===== config.mk =====
export PLATFORM = sky130hd
export DESIGN_NAME = temperature_band_cooling_monitor_top
export DESIGN_NICKNAME = d
export VERILOG_FILES = /design/src/design/tbcm_pkg.sv /design/src/design/tbcm_cell.sv /design/src/design/tbcm_classifier.sv /design/src/design/temperature_band_cooling_monitor_top.sv
export SDC_FILE = /design/constraint.sdc
export NUM_CORES = 1
export LEC_CHECK = 0
export ABC_AREA = 1
export BUFFER_PORTS_ARGS = -buffer_cell sky130_fd_sc_hd__buf_2
export CORE_MARGIN = 2
export CORE_UTILIZATION = 50
export DETAILED_ROUTE_END_ITERATION = 10
export MAX_ROUTING_LAYER = met4
export PLACE_DENSITY = 0.73
export SYNTH_ARGS = -nofsm -noshare
export SYNTH_HDL_FRONTEND = slang
export SYNTH_SLANG_ARGS = --single-unit

===== constraint.sdc =====
create_clock -name clock -period 6.4 [get_ports clock]
set_input_delay 0.64 -clock clock [delete_from_list [all_inputs] [get_ports clock]]
set_output_delay 0.64 -clock clock [all_outputs]
set_load 0.02 [all_outputs]

===== src/design/tbcm_pkg.sv =====
// Shared types, widths, register indexes and reset values for the
// temperature band cooling monitor. No dependencies.
package tbcm_pkg;

   localparam int SAMPLE_W = 12;
   localparam int TOL_W = 11;
   localparam int AMT_W = 8;
   localparam int ACT_W = 2;
   localparam int LVL_W = SAMPLE_W + 2;
   localparam int CSR_IDX_W = 3;
   localparam int CSR_DATA_W = 12;
   localparam int DEFAULT_RING_DEPTH = 8;

   typedef enum logic [ACT_W-1:0] {
      ACT_NONE = 2'd0,
      ACT_SHUTDOWN = 2'd1,
      ACT_INCREASE = 2'd2,
      ACT_DECREASE = 2'd3
   } act_type;

   localparam logic [CSR_IDX_W-1:0] REG_CRIT_HIGH = 3'd0;
   localparam logic [CSR_IDX_W-1:0] REG_CRIT_LOW = 3'd1;
   localparam logic [CSR_IDX_W-1:0] REG_REC_HIGH = 3'd2;
   localparam logic [CSR_IDX_W-1:0] REG_REC_LOW = 3'd3;
   localparam logic [CSR_IDX_W-1:0] REG_IDEAL = 3'd4;
   localparam logic [CSR_IDX_W-1:0] REG_TOLERANCE = 3'd5;
   localparam logic [CSR_IDX_W-1:0] REG_FULL_ADJ = 3'd6;
   localparam logic [CSR_IDX_W-1:0] REG_STEP_ADJ = 3'd7;

   typedef struct packed {
      logic signed [SAMPLE_W-1:0] crit_high;
      logic signed [SAMPLE_W-1:0] crit_low;
      logic signed [SAMPLE_W-1:0] rec_high;
      logic signed [SAMPLE_W-1:0] rec_low;
      logic signed [SAMPLE_W-1:0] ideal;
      logic [TOL_W-1:0] tolerance;
      logic [AMT_W-1:0] full_adjust;
      logic [AMT_W-1:0] step_adjust;
   } cfg_type;

   localparam cfg_type CFG_RESET = '{
      crit_high: 12'sd900,
      crit_low: -12'sd200,
      rec_high: 12'sd700,
      rec_low: 12'sd100,
      ideal: 12'sd400,
      tolerance: 11'd20,
      full_adjust: 8'd255,
      step_adjust: 8'd16
   };

endpackage


===== src/design/tbcm_cell.sv =====
// One reading cell of the history chain: holds a sample and takes its
// neighbour's value on each advance. Depends on tbcm_pkg.
module tbcm_cell (
   input  logic clock,
   input  logic reset,
   input  logic advance,
   input  logic signed [tbcm_pkg::SAMPLE_W-1:0] data_in,
   output logic signed [tbcm_pkg::SAMPLE_W-1:0] data_out
);
   import tbcm_pkg::*;

   logic signed [SAMPLE_W-1:0] reading_ff;
   logic signed [SAMPLE_W-1:0] reading_in;

   assign reading_in = advance ? data_in : reading_ff;

   always_ff @(posedge clock) begin
      if (reset) begin
         reading_ff <= '0;
      end else begin
         reading_ff <= reading_in;
      end
   end

   assign data_out = reading_ff;

endmodule


===== src/design/tbcm_classifier.sv =====
// Band classification of one sample plus average drift check against
// sum bounds derived from the registers. Depends on tbcm_pkg.
module tbcm_classifier #(
   parameter int RING_DEPTH = tbcm_pkg::DEFAULT_RING_DEPTH
) (
   input  tbcm_pkg::cfg_type cfg,
   input  logic signed [tbcm_pkg::SAMPLE_W-1:0] sample,
   input  logic signed [tbcm_pkg::SAMPLE_W+$clog2(RING_DEPTH)-1:0] sum,
   output tbcm_pkg::act_type action,
   output logic [tbcm_pkg::AMT_W-1:0] amount
);
   import tbcm_pkg::*;

   localparam int SUM_W = SAMPLE_W + $clog2(RING_DEPTH);
   localparam int BND_W = SUM_W + 3;
   localparam logic signed [BND_W-1:0] DEPTH_S = BND_W'(RING_DEPTH);

   // Average limits ideal +/- tolerance, widened to hold the full range
   logic signed [LVL_W-1:0] lim_hi;
   logic signed [LVL_W-1:0] lim_lo;
   logic hi_nonneg;
   logic lo_pos;
   logic signed [LVL_W-1:0] hi_mult;
   logic signed [LVL_W-1:0] lo_mult;
   logic signed [BND_W-1:0] prod_hi;
   logic signed [BND_W-1:0] prod_lo;
   logic signed [BND_W-1:0] hi_bound;
   logic signed [BND_W-1:0] lo_bound;
   logic signed [BND_W-1:0] sum_wide;

   assign lim_hi = LVL_W'(cfg.ideal) + $signed({3'b000, cfg.tolerance});
   assign lim_lo = LVL_W'(cfg.ideal) - $signed({3'b000, cfg.tolerance});
   assign hi_nonneg = !lim_hi[LVL_W-1];
   assign lo_pos = !lim_lo[LVL_W-1] && (lim_lo != '0);

   // Truncated average above lim_hi  <=> sum >= hi bound,
   // truncated average below lim_lo  <=> sum <= lo bound.
   assign hi_mult = hi_nonneg ? lim_hi + LVL_W'(1) : lim_hi;
   assign lo_mult = lo_pos ? lim_lo : lim_lo - LVL_W'(1);
   assign prod_hi = DEPTH_S * BND_W'(hi_mult);
   assign prod_lo = DEPTH_S * BND_W'(lo_mult);
   assign hi_bound = hi_nonneg ? prod_hi : prod_hi + BND_W'(1);
   assign lo_bound = lo_pos ? prod_lo - BND_W'(1) : prod_lo;

   assign sum_wide = $signed({{(BND_W-SUM_W){sum[SUM_W-1]}}, sum});

   always_comb begin
      action = ACT_NONE;
      amount = '0;
      if (sample >= cfg.crit_high || sample <= cfg.crit_low) begin
         action = ACT_SHUTDOWN;
      end else if (sample >= cfg.rec_high) begin
         action = ACT_INCREASE;
         amount = cfg.full_adjust;
      end else if (sample <= cfg.rec_low) begin
         action = ACT_DECREASE;
         amount = cfg.full_adjust;
      end else if (sum_wide >= hi_bound) begin
         action = ACT_INCREASE;
         amount = cfg.step_adjust;
      end else if (sum_wide <= lo_bound) begin
         action = ACT_DECREASE;
         amount = cfg.step_adjust;
      end
   end

endmodule


===== src/design/temperature_band_cooling_monitor_top.sv =====
// Temperature band cooling monitor: classifies each sample against shutdown and
// recommended bands, or the running average against ideal +/- tolerance.
// A request passes through stage one and the output register to the response;
// throughput one transaction per cycle while the response stream is not stalled.
// Synchronous active-high reset clears the history chain and sum to zero,
// loads the register reset values and empties the pipeline.
module temperature_band_cooling_monitor_top #(
   parameter int RING_DEPTH = tbcm_pkg::DEFAULT_RING_DEPTH
) (
   input  logic clock,
   input  logic reset,
   // Request stream
   input  logic req_tvalid,
   output logic req_tready,
   input  logic [15:0] req_tdata,   // [11:0] sample, [15:12] zero
   // Response stream
   output logic rsp_tvalid,
   input  logic rsp_tready,
   output logic [7:0] rsp_tdata,    // [7:0] amount
   output logic [7:0] rsp_tuser,    // [1:0] action, [7:2] zero
   // Register write port
   input  logic csr_we,
   input  logic [tbcm_pkg::CSR_IDX_W-1:0] csr_index,
   input  logic [tbcm_pkg::CSR_DATA_W-1:0] csr_wdata
);
   import tbcm_pkg::*;

   localparam int SUM_W = SAMPLE_W + $clog2(RING_DEPTH);

   // ---------------------------------------------------------------
   // Configuration registers
   // ---------------------------------------------------------------
   cfg_type cfg_ff;
   cfg_type cfg_in;

   always_comb begin
      cfg_in = cfg_ff;
      if (csr_we) begin
         unique case (csr_index)
            REG_CRIT_HIGH: cfg_in.crit_high = $signed(csr_wdata[SAMPLE_W-1:0]);
            REG_CRIT_LOW:  cfg_in.crit_low = $signed(csr_wdata[SAMPLE_W-1:0]);
            REG_REC_HIGH:  cfg_in.rec_high = $signed(csr_wdata[SAMPLE_W-1:0]);
            REG_REC_LOW:   cfg_in.rec_low = $signed(csr_wdata[SAMPLE_W-1:0]);
            REG_IDEAL:     cfg_in.ideal = $signed(csr_wdata[SAMPLE_W-1:0]);
            REG_TOLERANCE: cfg_in.tolerance = csr_wdata[TOL_W-1:0];
            REG_FULL_ADJ:  cfg_in.full_adjust = csr_wdata[AMT_W-1:0];
            REG_STEP_ADJ:  cfg_in.step_adjust = csr_wdata[AMT_W-1:0];
            default:       cfg_in = cfg_ff;
         endcase
      end
   end

   always_ff @(posedge clock) begin
      if (reset) begin
         cfg_ff <= CFG_RESET;
      end else begin
         cfg_ff <= cfg_in;
      end
   end

   // ---------------------------------------------------------------
   // Handshake and pipeline control
   // ---------------------------------------------------------------
   logic s1_valid_ff;
   logic s1_valid_in;
   logic out_valid_ff;
   logic out_valid_in;
   logic out_load;
   logic s1_move;
   logic accept;

   // Output register frees up when empty or being taken; stage one drains
   // into it, so a new request is taken whenever stage one is empty or will move on.
   assign out_load = !out_valid_ff || rsp_tready;
   assign s1_move = s1_valid_ff && out_load;
   assign req_tready = !s1_valid_ff || out_load;
   assign accept = req_tvalid && req_tready;

   assign s1_valid_in = accept ? 1'b1 : (s1_move ? 1'b0 : s1_valid_ff);
   assign out_valid_in = out_load ? s1_valid_ff : out_valid_ff;

   always_ff @(posedge clock) begin
      if (reset) begin
         s1_valid_ff <= 1'b0;
         out_valid_ff <= 1'b0;
      end else begin
         s1_valid_ff <= s1_valid_in;
         out_valid_ff <= out_valid_in;
      end
   end

   // ---------------------------------------------------------------
   // Reading history: a chain of cells, newest at cell 0. The oldest
   // reading leaves from the far end as the new sample enters.
   // ---------------------------------------------------------------
   logic signed [SAMPLE_W-1:0] sample;
   logic signed [SAMPLE_W-1:0] chain [RING_DEPTH+1];

   assign sample = $signed(req_tdata[SAMPLE_W-1:0]);
   assign chain[0] = sample;

   for (genvar i = 0; i < RING_DEPTH; i++) begin : g_cell
      tbcm_cell u_cell (
         .clock    (clock),
         .reset    (reset),
         .advance  (accept),
         .data_in  (chain[i]),
         .data_out (chain[i+1])
      );
   end

   // Running sum: add the new sample, drop the oldest reading
   logic signed [SUM_W-1:0] sum_ff;
   logic signed [SUM_W-1:0] sum_in;
   logic signed [SUM_W-1:0] sum_next;

   assign sum_next = sum_ff + SUM_W'(sample) - SUM_W'(chain[RING_DEPTH]);
   assign sum_in = accept ? sum_next : sum_ff;

   always_ff @(posedge clock) begin
      if (reset) begin
         sum_ff <= '0;
      end else begin
         sum_ff <= sum_in;
      end
   end

   // ---------------------------------------------------------------
   // Stage one: hold the sample and the sum that includes it
   // ---------------------------------------------------------------
   logic signed [SAMPLE_W-1:0] s1_sample_ff;
   logic signed [SUM_W-1:0] s1_sum_ff;

   always_ff @(posedge clock) begin
      if (accept) begin
         s1_sample_ff <= sample;
         s1_sum_ff <= sum_next;
      end
   end

   // ---------------------------------------------------------------
   // Classification and output register
   // ---------------------------------------------------------------
   act_type cls_action;
   logic [AMT_W-1:0] cls_amount;
   act_type out_action_ff;
   logic [AMT_W-1:0] out_amount_ff;

   tbcm_classifier #(
      .RING_DEPTH (RING_DEPTH)
   ) u_classifier (
      .cfg    (cfg_ff),
      .sample (s1_sample_ff),
      .sum    (s1_sum_ff),
      .action (cls_action),
      .amount (cls_amount)
   );

   always_ff @(posedge clock) begin
      if (s1_move) begin
         out_action_ff <= cls_action;
         out_amount_ff <= cls_amount;
      end
   end

   assign rsp_tvalid = out_valid_ff;
   assign rsp_tdata = out_amount_ff;
   assign rsp_tuser = {6'b000000, out_action_ff};

endmodule


==> results.py, run 1 <==
metrics = {
    "die": {
        "rows": 60,
        "die_area_mm2": 0.02840,
        "io_pins": 54,
        "die_x_um": 168.5,
        "core_area_mm2": 0.02673,
        "die_height_um": 168.5,
        "start_util": 0.5063,
    },
    "yosys": {
        "avgSynthCellArea_um2": 7.606,
        "ys_async_sr_fraction": 0,
        "synth.area.top_cells": "dfxtp_1 (30%), ha_1 (11%), edfxtp_1 (8.2%)",
        "ys_seq_area_frac": 0.3780,
        "netlist_area_mm2": 0.01353,
        "synth-edff-count": 37,
        "ys.flop_type": "dfxtp_1",
        "netlist_instances": 1779,
        "synth.top_cell.area_share": 0.2959,
        "ys_types": 54,
        "ys_ff_latch": 237,
        "synth_area_leader_cell": "dfxtp_1",
        "ys_warn_count": 0,
    },
    "critical_path": {
        "crit_buf_inv": 1,
        "worstPathRequired_ps": 6750,
        "critPathSlowestCell": "fa_1",
        "reg2regPathDepth": 29,
        "startpoint_type": "flip-flop",
        "r2r_slack_ps": 1390,
        "worstPathArrival_ps": 5360,
        "max_stage_delay_ps": 530,
        "crit_family": "simple AND/OR/NAND/NOR gates",
        "r2r_end": "rsp_tdata[3]$_SDFFCE_PP0P_",
        "crit_type": "reg2reg",
        "r2r-start": "cfg_ff[27]$_SDFFE_PP0P_",
        "crit_path_max_fanout": 19,
        "cp-end-kind": "flip-flop",
        "cp_common_cell": "nand2_1",
    },
    "place": {
        "gp_congestion": 0.8939,
        "dpl.cell_count": 2103,
        "port_buffers": 43,
        "place_area_mm2": 0.01391,
        "hpwl_mm": 21.91,
    },
    "drt": {
        "final_antenna_net_count": 0,
        "vias": 11180,
        "drc": 0,
        "wl_mm": 30.70,
        "vias_per_cell": 5.199,
        "wl_per_cell_um": 14.27,
        "first_pass_iters": 5,
        "dr.first_iter.drc_count": 603,
    },
    "global_routing": {
        "grt_pass1_wl_mm": 50.64,
        "grt_use_total": 0.2218,
        "grt_pass1_vias": 10620,
        "antenna_found_initial": 2,
        "grt_overflow": 0,
        "grt_max_degree": 118,
    },
    "cells_and_area": {
        "drive_above_1_share": 0.08186,
        "syn_to_final_growth_pct": 9.126,
        "layout.nets": 1962,
        "instances_no_fill": 2151,
        "post-route-util": 0.5525,
        "finalInstanceArea_mm2": 0.01477,
        "multi_input_comb_area_mm2": 0.007147,
        "mostFrequentLayoutCell": "nor2_1",
        "nFillCells": 2473,
        "layout_common_cells": "nor2_1 (262), nand2_1 (247), inv_1 (246)",
        "area.sequential_mm2": 0.005115,
    },
    "power": {
        "clkPwrFrac": 0.322,
        "sw_frac_of_total": 0.3368,
        "combPwrFrac": 0.290,
        "p_leak_nw": 6.980,
        "p_seq_frac": 0.388,
        "intPower_mw": 3.059,
        "ir_worst_vdd_v": 0.0002485,
        "switching_power_mw": 1.553,
        "powerDensity_mw_per_mm2": 312.3,
    },
    "sta": {
        "max_freq_mhz": 199.6,
        "max-slew-margin-rel": 0.1941,
        "worstMarginPinSlew_ps": 1209,
        "hold_viol_final": 0,
        "setup_viol": 0,
        "fin_setup_tns_ps": 0,
        "layout_min_cycle_time_ps": 5010,
        "finalCritPeriodShare": 0.7828,
        "skew_ps": 28.10,
        "rsz0062_at_grt": "false",
        "maxSlewViolCount": 0,
    },
    "clocking": {
        "cts_setup_buffers": 0,
        "numCtsBuffers": 25,
        "cts_buffer_depth": 3,
        "cts.hold.buffers_added": 0,
        "cts-root-buf": "clkbuf_16",
        "cts_tree": "built",
        "path_clk_slew_ps": 60,
        "clock_latency_ps": 530,
        "cts_resized": 0,
        "clock-sinks": 237,
        "htree_levels": 1,
    },
    "run_status": {
        "status": "complete, no violations",
    },
    "worst_hold_path": {
        "whs_path_depth": 1,
        "min_from": "req_tdata[3]",
        "min_to": "s1_sample_ff[3]$_DFFE_PP_",
        "hold_class": "in2reg",
    },
    "run": {
        "drv_cap": 0,
    },
}
-- power groups by stage --
stage	Clock (mW)	Sequential, mW	Combinational [mW]
after floorplan	0	1.79	1.01
after global placement	0	1.81	1.27
after detailed placement	0	1.82	1.32
after CTS	1.52	1.79	1.33
after global routing	1.57	1.80	1.53
final	1.48	1.79	1.34
-- layout make-up --
| type | instances | area share |
|---|---|---|
| inverters | 258 | 0.06592 |
| clock buffers | 35 | 0.04974 |
| multi-input cells | 1220 | 0.4840 |
| diodes | 2 | 0.0003389 |
| well taps | 341 | 0.02889 |
| repair buffers | 47 | 0.01661 |
| clock inverters | 11 | 0.008134 |
| flip-flops and latches | 237 | 0.3464 |
-- how the worst max path moves through the flow --
| stage | from | slack [ps] | endpoint | cells after the start |
|---|---|---|---|---|
| 6_report | cfg_ff[27]$_SDFFE_PP0P_ | 1390 | rsp_tdata[3]$_SDFFCE_PP0P_ | 29 |
| 5_1_grt | cfg_ff[27]$_SDFFE_PP0P_ | 890 | rsp_tdata[0]$_SDFFCE_PP0P_ | 29 |
| 4_1_cts | cfg_ff[27]$_SDFFE_PP0P_ | 1390 | rsp_tdata[2]$_SDFFCE_PP0P_ | 29 |
| 3_5_place_dp | cfg_ff[27]$_SDFFE_PP0P_ | 1430 | out_action_ff[0]$_SDFFCE_PP1P_ | 29 |
| 3_3_place_gp | cfg_ff[27]$_SDFFE_PP0P_ | 1510 | out_action_ff[0]$_SDFFCE_PP1P_ | 29 |
| 2_1_floorplan | cfg_ff[27]$_SDFFE_PP0P_ | 2310 | out_action_ff[1]$_SDFFCE_PP0P_ | 29 |
-- stage by stage --
step           worst slack (ps)  hold slack [ps]  power (mW)
6_report                   1390            312.2       4.612
5_1_grt                   894.1            298.7       4.896
4_1_cts                    1391            293.3       4.637
3_5_place_dp               1430            444.5       3.142
3_3_place_gp               1512            437.6       3.087
2_1_floorplan              2314            429.2       2.805
-- sequential cells by signal (all words and copies together), names as in the netlist --
| register | cells |
|---|---|
| s1_sample_ff | 12 |
| rsp_tvalid | 1 |
| s1_valid_ff | 1 |
| rsp_tdata | 8 |
| s1_sum_ff | 15 |
| cfg_ff | 87 |
| out_action_ff | 2 |
| g_cell.u_cell.data_out | 96 |
| sum_ff | 15 |
-- cell families after synthesis --
logic type	after synthesis	synth area share
fa+ha+maj	137	0.1356
compound gates	387	0.1549
flops	237	0.3780
simple gates	645	0.2063
other cells	1	0.0002771
mux	1	0.0007397
buf+inv	327	0.09579
xor+xnor	44	0.02848
-- metal layers --
layer,GRT usage,part of all wire,up-vias
met5,-,0,-
met4,0.07534,0.028,0
met3,0.02502,0.047,57
met2,0.3632,0.46,224
met1,0.2875,0.46,5112
li1,-,-,5789
-- synthesized netlist by cell type (4+ instances only) --
cell      instances
xnor2_1           8
inv_1           247
inv_2            11
nand3_1          61
nand2_2          20
dfxtp_1         200
buf_4             9
ha_1            121
o21ai_0         194
xor2_1           36
a21o_1            4
o21bai_1          4
clkbuf_1         53
o211ai_1         24
nand2_4           6
a211oi_1          6
nor2_4            4
nor2_1          262
a21oi_1         135
fa_1             16
edfxtp_1         37
nor3_1            6
nand4_1          19
nand2_1         248
No activity file was read; power rests on OpenSTA's default activity.
==> inputs of run 2 (changes only) <==
ABC_AREA = 0   (was 1)
PLACE_DENSITY = 0.75   (was 0.73)
clock period = 4.4 ns   (was 6.4 ns; I/O delays follow)
==> run 2 against run 1 <==
  * The run now ends with setup timing left
  * Maximum frequency decreased by 4.0%
  * Cell count decreased by 2.7%
  * Cell area increased by 6.7%
  * Die area decreased by 2.6%
  * Critical path depth decreased by 3
  * Via count increased by 0.88%
  * Synthesized area decreased by 2.7%
  * Flip-flop and latch count unchanged
  * Critical endpoint is now rsp_tdata[1]$_SDFFCE_PP0P_
  * Critical path type unchanged
  * Wire length increased by 2.2%
  * Sequential power increased by 42%
==> results.py, run 2 <==
metrics = {
    "critical_path": {
        "startpoint_type": "flip-flop",
        "crit_path_max_fanout": 8,
        "crit_start": "cfg_ff[17]$_SDFFE_PP0P_",
        "max_stage_delay_ps": 400,
        "crit_buf_inv": 2,
        "critPathSlowestCell": "o41ai_4",
        "crit_family": "compound AO/OA/AOI/OAI gates",
        "worstPathArrival_ps": 5610,
        "worstPathRequired_ps": 4790,
        "r2r-start": "cfg_ff[17]$_SDFFE_PP0P_",
        "cp_common_cell": "o21ai_1",
        "crit_type": "reg2reg",
        "cp-end-kind": "flip-flop",
        "path_depth": 26,
        "reg2regPathDepth": 26,
    },
    "sta": {
        "skew_ps": 17.69,
        "finalCritPeriodShare": 1.186,
        "layout_min_cycle_time_ps": 5220,
        "hold_viol_final": 0,
        "fin_setup_tns_ps": -7774,
        "rsz0062_at_grt": "true",
        "max_freq_mhz": 191.6,
        "setup_viol": 10,
        "worstMarginPinSlew_ps": 1080,
        "max-slew-margin-rel": 0.2803,
        "timing.final.ws_setup_ps": -820.1,
        "maxSlewViolCount": 0,
    },
    "clocking": {
        "path_clk_slew_ps": 70,
        "cts_tree": "built",
        "cts_buffer_depth": 3,
        "cts-root-buf": "clkbuf_16",
        "cts.hold.buffers_added": 0,
        "numCtsBuffers": 25,
        "clock-sinks": 237,
        "htree_levels": 1,
        "clock_latency_ps": 540,
    },
    "yosys": {
        "avgSynthCellArea_um2": 8.243,
        "ys_top_cells_by_count": "nand2_1 (355), a21oi_1 (201), dfxtp_1 (200), inv_1 (134), ha_1 (121)",
        "ys_warn_count": 0,
        "synth.top_cell.area_share": 0.3040,
        "netlist_area_mm2": 0.01317,
        "ys_async_sr_fraction": 0,
        "synth_area_leader_cell": "dfxtp_1",
        "ys.flop_type": "dfxtp_1",
        "synth.area.top_cells": "dfxtp_1 (30%), ha_1 (11%), nand2_1 (10%)",
        "ys_ff_latch": 237,
        "ys_types": 74,
        "synth.most_common_cell": "nand2_1",
        "ys_seq_area_frac": 0.3883,
        "netlist_instances": 1598,
        "synth-edff-count": 37,
    },
    "drt": {
        "final_antenna_net_count": 0,
        "dr.first_iter.drc_count": 704,
        "vias": 11280,
        "wl_per_cell_um": 15.00,
        "drc": 0,
        "first_pass_iters": 5,
        "wl_mm": 31.39,
        "vias_per_cell": 5.389,
    },
    "global_routing": {
        "grt_use_total": 0.2277,
        "antenna_found_initial": 0,
        "grt_pass1_vias": 10800,
        "grt_pass1_wl_mm": 51.53,
        "grt_max_degree": 128,
        "grt_overflow": 0,
    },
    "power": {
        "powerDensity_mw_per_mm2": 418.0,
        "p_leak_nw": 6.595,
        "intPower_mw": 4.507,
        "clkPwrFrac": 0.330,
        "combPwrFrac": 0.285,
        "sw_frac_of_total": 0.3159,
        "switching_power_mw": 2.081,
        "ir_worst_vdd_v": 0.0003021,
        "p_seq_frac": 0.385,
    },
    "cells_and_area": {
        "layout_common_cells": "nand2_1 (354), dfxtp_1 (196), a21oi_1 (194)",
        "instances_no_fill": 2093,
        "nFillCells": 2232,
        "drive_above_1_share": 0.1689,
        "mostFrequentLayoutCell": "nand2_1",
        "largest_reg_flops": 96,
        "layout.nets": 1912,
        "num_antenna_cells": 0,
        "syn_to_final_growth_pct": 19.65,
        "multi_input_comb_area_mm2": 0.007485,
        "area.sequential_mm2": 0.005122,
        "finalInstanceArea_mm2": 0.01576,
    },
    "die": {
        "start_util": 0.5069,
        "die_area_mm2": 0.02766,
        "rows": 59,
        "die_x_um": 166.3,
        "core_area_mm2": 0.02598,
        "io_pins": 54,
        "die_height_um": 166.3,
    },
    "run_status": {
        "violations": "setup timing",
        "status": "finished with violations",
    },
    "place": {
        "gp_congestion": 0.8984,
        "place_area_mm2": 0.01463,
        "dpl.cell_count": 2036,
        "port_buffers": 43,
        "hpwl_mm": 22.14,
        "dp_slack_ps": -844.7,
    },
    "worst_hold_path": {
        "min_from": "req_tdata[1]",
        "whs_path_depth": 1,
        "hold_class": "in2reg",
    },
    "run": {
        "drv_cap": 0,
    },
}
[run 2: cell types whose count changed after synthesis, sizes merged, moves of 20 or more]
cell and delta:
nor2 -188, o21ai -161, inv -122, nand2 +81
a21oi +64, nand3 -52, a211o +30, xnor2 +29
nor2b +26, a21o +24, xor2 -22, o211ai -20
[run 2: area by class of cell]
type	instances	share of cell area
Clock buffer	28	0.04303
Multi-Input combinational cell	1147	0.4749
Sequential cell	237	0.3250
Tap cell	335	0.02659
Inverter	136	0.03286
Clock inverter	18	0.01143
Timing Repair Buffer	192	0.08621
[run 2: stage by stage]
stage,util,total power [mW],hold WS (ps)
2_1_floorplan,-,3.810,432.1
3_3_place_gp,0.5630,4.250,436.3
3_5_place_dp,0.5630,4.318,442.4
4_1_cts,0.6010,6.539,107.8
5_1_grt,0.6066,6.933,114.6
6_report,0.6066,6.588,124.4
[run 2: repair_timing]
action                     4_1_cts  5_1_grt
buffers inserted                 6        7
pin swaps                       14       13
setup endpoints to repair       10       10
resized for setup               22       19
cloned                           0        0
[run 2: cells by family (layout without fill, tap and decap cells)]
logic type,after synthesis,in the layout,share of synthesized area
AOI/OAI and AO/OA,368,368,0.1726
adders and majority gates,137,137,0.1392
muxes,9,9,0.006839
and+or+nand+nor,576,576,0.1917
xor gates and xnor gates,51,51,0.03533
other,1,6,0.0002847
buffers and inverters,219,374,0.06573
DFF,237,237,0.3883
[run 2: worst paths after layout]
kind / end / slack, ps
hold / removal: s1_sample_ff[1]$_DFFE_PP_ / 120
setup / recovery: rsp_tdata[1]$_SDFFCE_PP0P_ / -820
hold reg to reg: g_cell[4].u_cell.data_out[4]$_SDFFE_PP0P_ / 440
setup reg to reg: rsp_tdata[1]$_SDFFCE_PP0P_ / -820
[run 2: power by group through the flow]
stage               Sequential [mW]  Combinational, mW  Clock (mW)
floorplan                      2.55               1.26           0
global placement               2.58               1.67           0
detailed placement             2.59               1.73           0
CTS                            2.54               1.81        2.19
global route                   2.55               2.10        2.28
finish                         2.54               1.88        2.17
[run 2: per-layer routing]
metal / global-route usage / wire [um]
met5: - / 0
met4: 0.06222 / 784
met3: 0.02550 / 1352
met2: 0.3787 / 14980
met1: 0.2962 / 14270
==> inputs of run 3 (changes only) <==
ABC_AREA = 1   (was 0)
==> run 3 against run 2 <==
  * The run now ends clean
  * Clock skew rose by 11 ps
  * Cell area shrank 1.4%
  * Non-clock buffer count shrank 69
  * First-iteration DRC count fell by 26%
  * Worst hold slack worse by 27 ps
  * Via count grew 1.5%
  * Largest power group unchanged
  * Highest routed layer unchanged
==> results.py, run 3 (synthesis gave the netlist of run 1 again) <==
metrics = {
    "run_status": {
        "status": "complete, no violations",
    },
    "drt": {
        "wl_per_cell_um": 13.97,
        "vias": 11450,
        "final_antenna_net_count": 0,
        "drc": 0,
        "wl_mm": 31.13,
        "dr.first_iter.drc_count": 520,
        "vias_per_cell": 5.138,
        "first_pass_iters": 5,
    },
    "sta": {
        "max_freq_mhz": 228.6,
        "hold_viol_final": 0,
        "max-slew-margin-rel": 0.1542,
        "rsz0062_at_grt": "true",
        "layout_min_cycle_time_ps": 4374,
        "maxSlewViolCount": 0,
        "worstMarginPinSlew_ps": 1269,
        "finalCritPeriodShare": 0.9940,
        "setup_viol": 0,
        "hold_ws_ps": 97.36,
        "skew_ps": 29.11,
        "fin_setup_tns_ps": 0,
    },
    "power": {
        "p_leak_nw": 7.381,
        "powerDensity_mw_per_mm2": 447.5,
        "ir_worst_vdd_v": 0.0003340,
        "total_power_mw": 6.958,
        "combPwrFrac": 0.337,
        "sw_frac_of_total": 0.3455,
        "p_seq_frac": 0.375,
        "intPower_mw": 4.554,
        "clkPwrFrac": 0.288,
        "switching_power_mw": 2.404,
    },
    "die": {
        "core_area_mm2": 0.02673,
        "start_util": 0.5063,
        "die_area_mm2": 0.02840,
        "die_x_um": 168.5,
        "io_pins": 54,
        "rows": 60,
        "die_height_um": 168.5,
    },
    "critical_path": {
        "startpoint_type": "flip-flop",
        "path_depth": 31,
        "crit_path_end": "rsp_tdata[7]$_SDFFCE_PP0P_",
        "r2r-start": "cfg_ff[27]$_SDFFE_PP0P_",
        "crit_start": "cfg_ff[27]$_SDFFE_PP0P_",
        "critPathSlowestCell": "fa_1",
        "r2r_end": "rsp_tdata[7]$_SDFFCE_PP0P_",
        "worstPathArrival_ps": 4640,
        "r2r_slack_ps": 30,
        "max_stage_delay_ps": 510,
        "cp_common_cell": "nand2_1",
        "cp-end-kind": "flip-flop",
        "reg2regPathDepth": 31,
        "crit_buf_inv": 4,
        "crit_family": "simple AND/OR/NAND/NOR gates",
        "crit_path_max_fanout": 7,
        "crit_type": "reg2reg",
        "worstPathRequired_ps": 4670,
    },
    "clocking": {
        "clock_latency_ps": 540,
        "cts_buffer_depth": 3,
        "htree_levels": 1,
        "cts_tree": "built",
        "cts-root-buf": "clkbuf_16",
        "clock-sinks": 237,
        "numCtsBuffers": 25,
        "path_clk_slew_ps": 60,
        "cts.hold.buffers_added": 0,
    },
    "cells_and_area": {
        "finalInstanceArea_mm2": 0.01555,
        "layout_common_cells": "nor2_1 (256), inv_1 (243), nand2_1 (238)",
        "mostFrequentLayoutCell": "nor2_1",
        "layout.nets": 2039,
        "drive_above_1_share": 0.1422,
        "largest_reg_flops": 96,
        "post-route-util": 0.5817,
        "syn_to_final_growth_pct": 14.90,
    },
    "run": {
        "drv_cap": 0,
    },
    "place": {
        "hpwl_mm": 22.90,
        "place_area_mm2": 0.01449,
        "port_buffers": 43,
        "gp_congestion": 0.9170,
    },
    "global_routing": {
        "grt_pass1_wl_mm": 50.93,
        "antenna_found_initial": 2,
        "grt_overflow": 0,
        "grt_max_degree": 103,
        "grt_pass1_vias": 10610,
        "grt_use_total": 0.2220,
    },
    "worst_hold_path": {
        "hold_class": "in2reg",
    },
}
run 3: cell types whose count changed in the layout (fill, tap and decap cells not counted), sizes merged, moves of 20 or more:
cell,change
nor2,+188
o21ai,+161
inv,+121
nand2,-80
buf,-70
a21oi,-64
nand3,+52
a211o,-30
xnor2,-29
nor2b,-26
a21o,-24
xor2,+22
o211ai,+20
run 3: power by group through the flow:
stage	logic (mW)	registers, mW	clock network [mW]
2_1_floorplan	1.47	2.61	0
3_3_place_gp	2.02	2.65	0
3_5_place_dp	2.09	2.65	0
4_1_cts	2.14	2.61	2.04
5_1_grt	2.64	2.63	2.13
6_report	2.35	2.61	2.00
run 3: how the worst min path moves through the flow:
stage | start | endpoint | slack, ps | cells past startpoint
finish | req_tdata[4] | s1_sample_ff[4]$_DFFE_PP_ | 100 | 1
global route | req_tdata[4] | s1_sample_ff[4]$_DFFE_PP_ | 80 | 1
global placement | cfg_ff[13]$_SDFFE_PP1P_ | cfg_ff[13]$_SDFFE_PP1P_ | 440 | 2
CTS | req_tdata[2] | s1_sample_ff[2]$_DFFE_PP_ | 80 | 1
floorplan | cfg_ff[10]$_SDFFE_PP1P_ | cfg_ff[10]$_SDFFE_PP1P_ | 430 | 2
detailed placement | cfg_ff[13]$_SDFFE_PP1P_ | cfg_ff[13]$_SDFFE_PP1P_ | 450 | 2
run 3: cell type report:
type                       count  area (um2)
sequential                   237        5116
timing repair buffer         123       887.1
inverter                     258       973.4
multi-input combinational   1221        7352
clock buffer                  33       705.7
fill                        2413       11180
antenna                        2       5.005
tap                          341       426.7
clock inverter                13       81.33
run 3: worst reg2reg max path: cells and delay by family, from the launching register on:
| kind | cells | cell delay, ps |
|---|---|---|
| compound gates | 8 | 850 |
| xor+xnor | 1 | 160 |
| fa+ha+maj | 4 | 1130 |
| buf+inv | 4 | 350 |
| flops | 1 | 330 |
| simple gates | 14 | 1280 |
run 3: through the flow:
stage               instances  worst slack, ps
floorplan                1784            313.5
finish                   2228            26.26
detailed placement       2174           -192.8
global placement         2174           -30.18
global route             2228           -284.7
CTS                      2222            10.11
run 3: repair_timing:
| action | 4_1_cts | 5_1_grt |
|---|---|---|
| setup buffers | 1 | 3 |
| cloned | 1 | 1 |
| endpoints found under the setup margin | 10 | 10 |
| gates resized for setup | 17 | 41 |
| pin swaps | 2 | 5 |
run 3: per-layer routing:
layer	wire [um]	track usage
met1	14770	0.2972
met2	14250	0.3568
met5	0	-
met3	1279	0.02642
met4	823	0.06334
